`src/hw/rtl/assert_macros.svh`:
```
// assertion macros shared by the controller and datapath rtl files
`ifndef ASSERT_MACROS_SVH
`define ASSERT_MACROS_SVH

// consequent must hold in the same cycle as the antecedent
`define ASSERT_IMPLY(label, clk, rst_n, ante, cons) \
    label: assert property (@(posedge clk) disable iff (!rst_n) (ante) |-> (cons)) \
        else $error("assertion failed");

// consequent must hold in the cycle after the antecedent
`define ASSERT_NEXT(label, clk, rst_n, ante, cons) \
    label: assert property (@(posedge clk) disable iff (!rst_n) (ante) |=> (cons)) \
        else $error("assertion failed");

`endif

```
`src/hw/rtl/scrd_pkg.sv`:
```
// shared types and constants for the sparse row dot-product block
`default_nettype none

package scrd_pkg;

    localparam int unsigned MODE_W  = 2;
    localparam int unsigned INDEX_W = 16;
    localparam int unsigned VALUE_W = 32;
    localparam int unsigned SUM_W   = 64;

    localparam logic [MODE_W-1:0] MODE_XLOAD = 2'd0;
    localparam logic [MODE_W-1:0] MODE_ROW   = 2'd1;
    localparam logic [MODE_W-1:0] MODE_NZ    = 2'd2;

    // commands from controller to datapath
    typedef struct packed {
        logic capture;
        logic x_write;
        logic row_load;
        logic x_read;
        logic mul;
        logic acc;
        logic emit;
    } t_dp_cmd;

    // status from datapath to controller
    typedef struct packed {
        logic [MODE_W-1:0] mode;
        logic              last;
    } t_dp_status;

endpackage

`default_nettype wire

```
`src/hw/rtl/scrd_ctrl.sv`:
```
// controller state machine sequencing one word through the datapath
`default_nettype none
`include "assert_macros.svh"

module scrd_ctrl
    import scrd_pkg::*;
(
    input  wire logic       i_clk,
    input  wire logic       i_rst_n,
    input  wire logic       start,
    output logic            busy,
    input  wire t_dp_status i_status,
    output t_dp_cmd         o_cmd
);

    localparam logic [1:0] S_IDLE = 2'd0;
    localparam logic [1:0] S_EXEC = 2'd1;
    localparam logic [1:0] S_MUL  = 2'd2;
    localparam logic [1:0] S_ACC  = 2'd3;

    logic [1:0] r_state;
    logic [1:0] n_state;

    // state register
    always_ff @(posedge i_clk) begin
        if (!i_rst_n) begin
            r_state <= S_IDLE;
        end else begin
            r_state <= n_state;
        end
    end

    // next state and commands
    always_comb begin
        n_state = r_state;
        o_cmd   = '0;
        unique case (r_state)
            S_IDLE: begin
                if (start) begin
                    o_cmd.capture = 1'b1;
                    n_state       = S_EXEC;
                end
            end
            S_EXEC: begin
                n_state = S_IDLE;
                unique case (i_status.mode)
                    MODE_XLOAD: begin
                        o_cmd.x_write = 1'b1;
                    end
                    MODE_ROW: begin
                        o_cmd.row_load = 1'b1;
                        o_cmd.emit     = i_status.last;
                    end
                    MODE_NZ: begin
                        o_cmd.x_read = 1'b1;
                        n_state      = S_MUL;
                    end
                    default: begin
                    end
                endcase
            end
            S_MUL: begin
                o_cmd.mul = 1'b1;
                n_state   = S_ACC;
            end
            S_ACC: begin
                o_cmd.acc  = 1'b1;
                o_cmd.emit = i_status.last;
                n_state    = S_IDLE;
            end
            default: begin
                n_state = S_IDLE;
            end
        endcase
    end

    assign busy = (r_state != S_IDLE);

    // checks
    `ASSERT_NEXT(a_accept_to_exec, i_clk, i_rst_n, start && !busy, r_state == S_EXEC)
    `ASSERT_IMPLY(a_acc_after_mul, i_clk, i_rst_n, r_state == S_ACC, $past(r_state) == S_MUL)
    `ASSERT_IMPLY(a_one_action, i_clk, i_rst_n, 1'b1,
        $onehot0({o_cmd.x_write, o_cmd.row_load, o_cmd.x_read, o_cmd.mul, o_cmd.acc}))

endmodule

`default_nettype wire

```
`config.mk`:
```
export PLATFORM = sky130hd
export DESIGN_NAME = scrd_ctrl
export DESIGN_NICKNAME = d
export VERILOG_FILES = /design/src/hw/rtl/scrd_pkg.sv /design/src/hw/rtl/scrd_ctrl.sv
export VERILOG_INCLUDE_DIRS = /design/src /design/src/hw/rtl
export SDC_FILE = /design/constraint.sdc
export NUM_CORES = 1
export LEC_CHECK = 0
export BUFFER_PORTS_ARGS = -buffer_cell sky130_fd_sc_hd__buf_2
export CORE_AREA = 2 2 39 41
export DETAILED_ROUTE_END_ITERATION = 10
export DIE_AREA = 0 0 41 43
export GPL_ROUTABILITY_DRIVEN = 0
export PLACE_DENSITY = 0.4
export RECOVER_POWER = 50
export SLEW_MARGIN = 40
export SYNTH_ARGS = -nofsm -noshare
export SYNTH_HDL_FRONTEND = slang
export SYNTH_SLANG_ARGS = --single-unit
```
`constraint.sdc`:
```
create_clock -name i_clk -period 1.4 [get_ports i_clk]
set_input_delay 0.21 -clock i_clk [delete_from_list [all_inputs] [get_ports i_clk]]
set_output_delay 0.21 -clock i_clk [all_outputs]
set_load 0.01 [all_outputs]
```
Word-level counts from Yosys, hierarchy flattened
Cells that the tools add are included.

Register bits after elaboration: 2. Bits in latches: 0. Memory bits (writable): 0. ROM bits: 0. Output and inout bits: 8. Word-level logic and storage cells: 23. Memories kept: 0.

Add/subtract/negate cells: 0. Multipliers: 0. Div/mod/pow operators: 0. Magnitude comparators: 0. Equality and inequality tests: 6. Shift operators: 0. Multiplexer cells: 13. Bitwise operators: 0. Reductions and logical operators: 3.

Operators with widths (count): two-way mux 1 bit (8); one-hot mux 2 bit (4 select lines) (1); == test 2 bit (second input constant) (3); == test 2 x 1 -> 1 bit (second input constant) (2); logical NOT 2 bit (2); two-way mux 2 bit (2); two-way mux 3 bit (1); inequality test 2 bit (second input constant) (1); one-hot mux 1 bit (2 select lines) (1); nonzero test 2 bit (1).

Depth between registers and ports, before layout
Gate-level depths: netlist (run 1).

Depth in word-level cells: 3. Depth in mapped cells: 2. Mapped depth without buffers: 2.

Least setup slack after synthesis (run 1)
OpenSTA, ideal clock, no wires.

Path kind: register to output. Start: register r_state[0]. End: output o_cmd[5] in the netlist's numbering. Arrival: 0.829 ns. Required time: 1.190 ns. Setup slack: 0.361 ns. Cell stages (with the launch flop): 2. Path buffers: 0. Path through: dfxtp_1 -> nor4b_1.

RTL lines: from (decl) (line scrd_ctrl.sv:21) `logic [1:0] r_state;`; from (signal assigned) (line scrd_ctrl.sv:29) `r_state <= n_state;`; to (decl) (line scrd_ctrl.sv:13) `output t_dp_cmd o_cmd`.

==> results of run 1 <==
[cell type report]
class,count,area (sq um),share of cell area (%)
multi-input cells,12,92.6,38.3
repair buffers,13,62.6,25.9
flip-flops and latches,2,40.0,16.6
clock buffers,3,22.5,9.33
well taps,16,20.0,8.29
inverters,1,3.75,1.55
[per-stage QoR]
stage	hold WS (ns)	power, uW	cell area (sq um)	utilization (%)
6_report	0.210	224	241	17.5
5_1_grt	0.224	237	241	17.5
4_1_cts	0.208	232	244	17.6
3_5_place_dp	0.437	101	221	16.0
3_3_place_gp	0.438	101	221	16.0
2_1_floorplan	0.328	81.8	136	-
[Yosys cell counts]
cell,n
dfxtp_1,2
inv_1,1
o21a_1,1
nor3b_1,1
nor2b_1,2
and2_1,1
and4bb_4,1
and3b_2,1
nor2_1,2
o211a_1,1
or2_1,1
nor4b_1,1
[routing by layer]
layer  vias to the layer above  global-route usage, %
met2                        18                   5.63
met4                         0                   4.00
met1                        71                   7.67
li1                         85                      -
met3                         0                   2.62
met5                         -                      0
[worst paths after layout]
check / to / cells after the start / from / slack (ns)
setup / recovery: o_cmd[5] / 2 / r_state[0] / 0.13
hold / removal: flop / 2 / i_rst_n / 0.21
setup reg to reg: flop / 2 / flop / 0.47
hold reg to reg: r_state[0] / 1 / r_state[0] / 0.56
[kinds of logic after synthesis]
kind of cell           Yosys count
AND/OR/NAND/NOR                 10
flip-flops                       2
AO/OA/AOI/OAI                    2
buffers and inverters            1
[power breakdown]
group          switching, uW  internal, uW  total (uW)
Clock                   29.7          94.3         124
Sequential              4.64          60.3        64.9
Combinational           16.7          18.6        35.3
==> flow_summary.ini, run 1 <==
[synthesis]
ys_types = 12
synthAdderAreaFrac_pct = 0
synth_xor_area_share_pct = 0
synth_fp_nets = 21
synthCells = 15
ys_ff_latch = 2
synth-compound-area-share_pct = 12.8
synth_seq_area_share_pct = 29.4
syn_area_sq_um = 136
avgSynthCellArea_sq_um = 9.09
synth-simple-area-share_pct = 55.0
yosys_warnings = 0
synth.area.top_cells = dfxtp_1, and4bb_4, nor2b_1
yosys.area.top_type = dfxtp_1
synth_top_area_share_pct = 29.4
synth_top_family_by_area = simple AND/OR/NAND/NOR gates
synthMuxAreaShare_pct = 0

[sta]
fin_tns_setup_ns = 0
hold_viol = 0
finalWorstSetupSlack_ns = 0.133
slew_headroom_pct = 85.3
worstMarginPinSlew_ns = 0.217
rsz0062_at_grt = no
setup_viol = 0
clock_skew_ns = 0.00266
slew_viol_final = 0
fmax_mhz = 789
period_needed_ns = 1.27
min_period_over_period_pct = 90.5

[routing]
top_layer = met3
wire_per_inst_um = 9.32
wl_met1_um = 212
drt_iter0_markers = 4
routed-wl-met2_um = 140
vias_per_cell = 3.70
postRouteAntennaNets = 0
dr_wl_met3_um = 85
post-route-drc-count = 0
num_vias = 174
wirelength_um = 438
dr.pass1.iters = 4

[grt]
grt_pass1_wl_um = 621
grt_pass1_vias = 159
antenna_found_initial = 0
grt_overflow_total = 0
grt_usage_pct = 5.31
grt_max_degree = 9

[cts]
cts_setup_buffers = 0
clock-root-buffer = clkbuf_4
clk_latency_ns = 0.22
clock_path_buffers = 2
cts-resized-gates = 0
ctsHtreeMaxLevel = 1
cts_inserted_buffers = 3
clkSinkCount = 2
hold_buffers = 0
clk_pin_slew_ns = 0.03
cts_tree = yes

[status]
outcome = completed

[cells_and_area]
layout_commonest_cell = buf_2
drive_gt1_share_pct = 51.6
diodes = 0
area_delta_synth_final_pct = 77.1
finalNetCount = 39
stdcell_count = 47
nFillCells = 156
layout_common_cells = buf_2, clkbuf_4

[worst_setup_path]
critPathMaxStageDelay_ns = 0.42
cp_top_family = flip-flops
worst-path-buf-inv = 1
crit_path_start_kind = flop
crit_arrival_ns = 1.06
crit_chain = nor4b_1 > buf_2
required_ns = 1.19
slowest_stage = dfxtp_1
end_kind = output port
crit_type = reg -> out
critPathMaxFanout = 8

[placement]
hpwlAfterDp_um = 341
placedCellCount = 44
port-buffer-count = 13
place_ws_ns = 0.355

[floorplan]
die_x_um = 41
row_count = 14
initial_utilization_pct = 9.86
die_h_um = 43
die-area_sq_um = 1760
pin_count = 14
core_area_sq_um = 1380

[power]
ir_worst_vdd_mv = 0.378
p_leak_uw = 0.000134
power.density_nw_per_um2 = 928

[job]
cap_violations = 0

[hold_path]
min_path_type = in -> reg
Power figures use the tool's default switching activity.
==> run 2, diff against run 1 <==
--- a/config.mk
+++ b/config.mk
@@ -7,9 +7,9 @@
 export NUM_CORES = 1
 export LEC_CHECK = 0
 export BUFFER_PORTS_ARGS = -buffer_cell sky130_fd_sc_hd__buf_2
-export CORE_AREA = 2 2 39 41
+export CORE_AREA = 10 10 47 49
 export DETAILED_ROUTE_END_ITERATION = 10
-export DIE_AREA = 0 0 41 43
+export DIE_AREA = 0 0 57 59
 export GPL_ROUTABILITY_DRIVEN = 0
 export PLACE_DENSITY = 0.4
 export RECOVER_POWER = 50
==> run 2 against run 1 <==
Cell count is the same. Core utilization up 0.23 points. Sequential share of layout area fell by 0.42 points. Register-to-register slack about the same. Wire length is 26% higher. Critical path type unchanged. Largest cell class unchanged. Highest routed layer is now met4.
==> flow_summary.ini, run 2 (same netlist as run 1, synthesis figures left out) <==
[cells_and_area]
area_delta_synth_final_pct = 81.7
finalNetCount = 39
layout_common_cells = buf_2, clkbuf_4
drive_gt1_share_pct = 54.8
layout_commonest_cell = buf_2
stdcell_count = 47
finish.instance_area_sq_um = 248
diodes = 0

[worst_setup_path]
cp_top_family = simple AND/OR/NAND/NOR gates
crit_chain = or2_0 > nor2_1 > buf_2
r2r_setup_slack_ns = 0.46
critPathMaxFanout = 8
crit_type = reg -> out
end_kind = output port
crit_arrival_ns = 1.07
critPathMaxStageDelay_ns = 0.35
slowest_stage = dfxtp_1
reg2regPathDepth = 2
crit_path_start_kind = flop
required_ns = 1.19
worst-path-buf-inv = 1

[hold_path]
whs_path_depth = 2
min_path_type = in -> reg
hold_path_startpoint = i_rst_n

[cts]
cts_inserted_buffers = 3
cts_tree = yes
ctsHtreeMaxLevel = 1
clock_path_buffers = 2
clock-root-buffer = clkbuf_4
hold_buffers = 0
clk_pin_slew_ns = 0.03
clkSinkCount = 2
clk_latency_ns = 0.22

[grt]
grt_pass1_wl_um = 890
grt_overflow_total = 0
grt_pass1_vias = 182
antenna_found_initial = 0
grt_usage_pct = 3.57
grt_max_degree = 9

[sta]
rsz0062_at_grt = no
fmax_mhz = 783
clock_skew_ns = 0.00303
hold_viol = 0
slew_headroom_pct = 85.7
fin_tns_setup_ns = 0
period_needed_ns = 1.28
min_period_over_period_pct = 91.3
worstMarginPinSlew_ns = 0.215
setup_viol = 0
holdWs_ns = 0.209
slew_viol_final = 0

[floorplan]
die-area_sq_um = 3360
pin_count = 14
initial_utilization_pct = 9.73
row_count = 14
die_h_um = 59
die_x_um = 57
core_area_sq_um = 1400

[routing]
wire_per_inst_um = 11.8
post-route-drc-count = 0
drt_iter0_markers = 1
postRouteAntennaNets = 0
vias_per_cell = 3.55
dr.pass1.iters = 2
wirelength_um = 553
num_vias = 167

[power]
p_leak_uw = 0.000135
power.density_nw_per_um2 = 919
ir_worst_vdd_mv = 0.343

[job]
cap_violations = 0

[status]
outcome = completed

[placement]
placedCellCount = 44
hpwlAfterDp_um = 479
dpl_cell_area_sq_um = 221
port-buffer-count = 13
run 2: what timing repair did:
action | 4_1_cts | 5_1_grt
gates resized for setup | 0 | 1
endpoints found under the setup margin | 0 | 1
setup buffers | 0 | 0
run 2: layer usage:
metal / vias up / share of wire [%] / global-route usage [%]
met2: 14 / 23 / 2.64
met4: 0 / 1.4 / 4.03
met3: 2 / 12 / 2.36
li1: 86 / - / -
met5: - / 0 / 0
met1: 65 / 63 / 5.05
run 2: final cells by class:
| class | instances | area, sq um |
|---|---|---|
| clock buffer | 3 | 22.5 |
| fill | 172 | 1150 |
| inverter | 1 | 3.75 |
| multi-input combinational | 12 | 98.8 |
| sequential | 2 | 40.0 |
| tap | 16 | 20.0 |
| timing repair buffer | 13 | 62.6 |
run 2: power breakdown:
group / switching (uW) / total, uW / internal (uW)
combinational: 18.2 / 37.3 / 19.1
clock: 31.2 / 126 / 94.4
sequential: 4.49 / 64.7 / 60.2
run 2: how the worst max path moves through the flow:
stage	cells after the start	start	slack (ns)	end
after floorplan	1	r_state[0]	0.36	o_cmd[5]
after detailed placement	2	r_state[0]	0.35	o_cmd[5]
final	3	flop	0.12	o_cmd[6]
after global routing	3	flop	0.03	o_cmd[6]
after CTS	2	r_state[0]	0.1	o_cmd[5]
after global placement	3	flop	0.35	o_cmd[6]
run 2: metrics by stage:
| stage | util, % | total power [uW] | worst slack, ns |
|---|---|---|---|
| after floorplan | - | 81.8 | 0.361 |
| after global placement | 15.8 | 103 | 0.354 |
| after detailed placement | 15.8 | 102 | 0.349 |
| after CTS | 17.4 | 237 | 0.0954 |
| after global routing | 17.7 | 245 | 0.0301 |
| final | 17.7 | 228 | 0.122 |
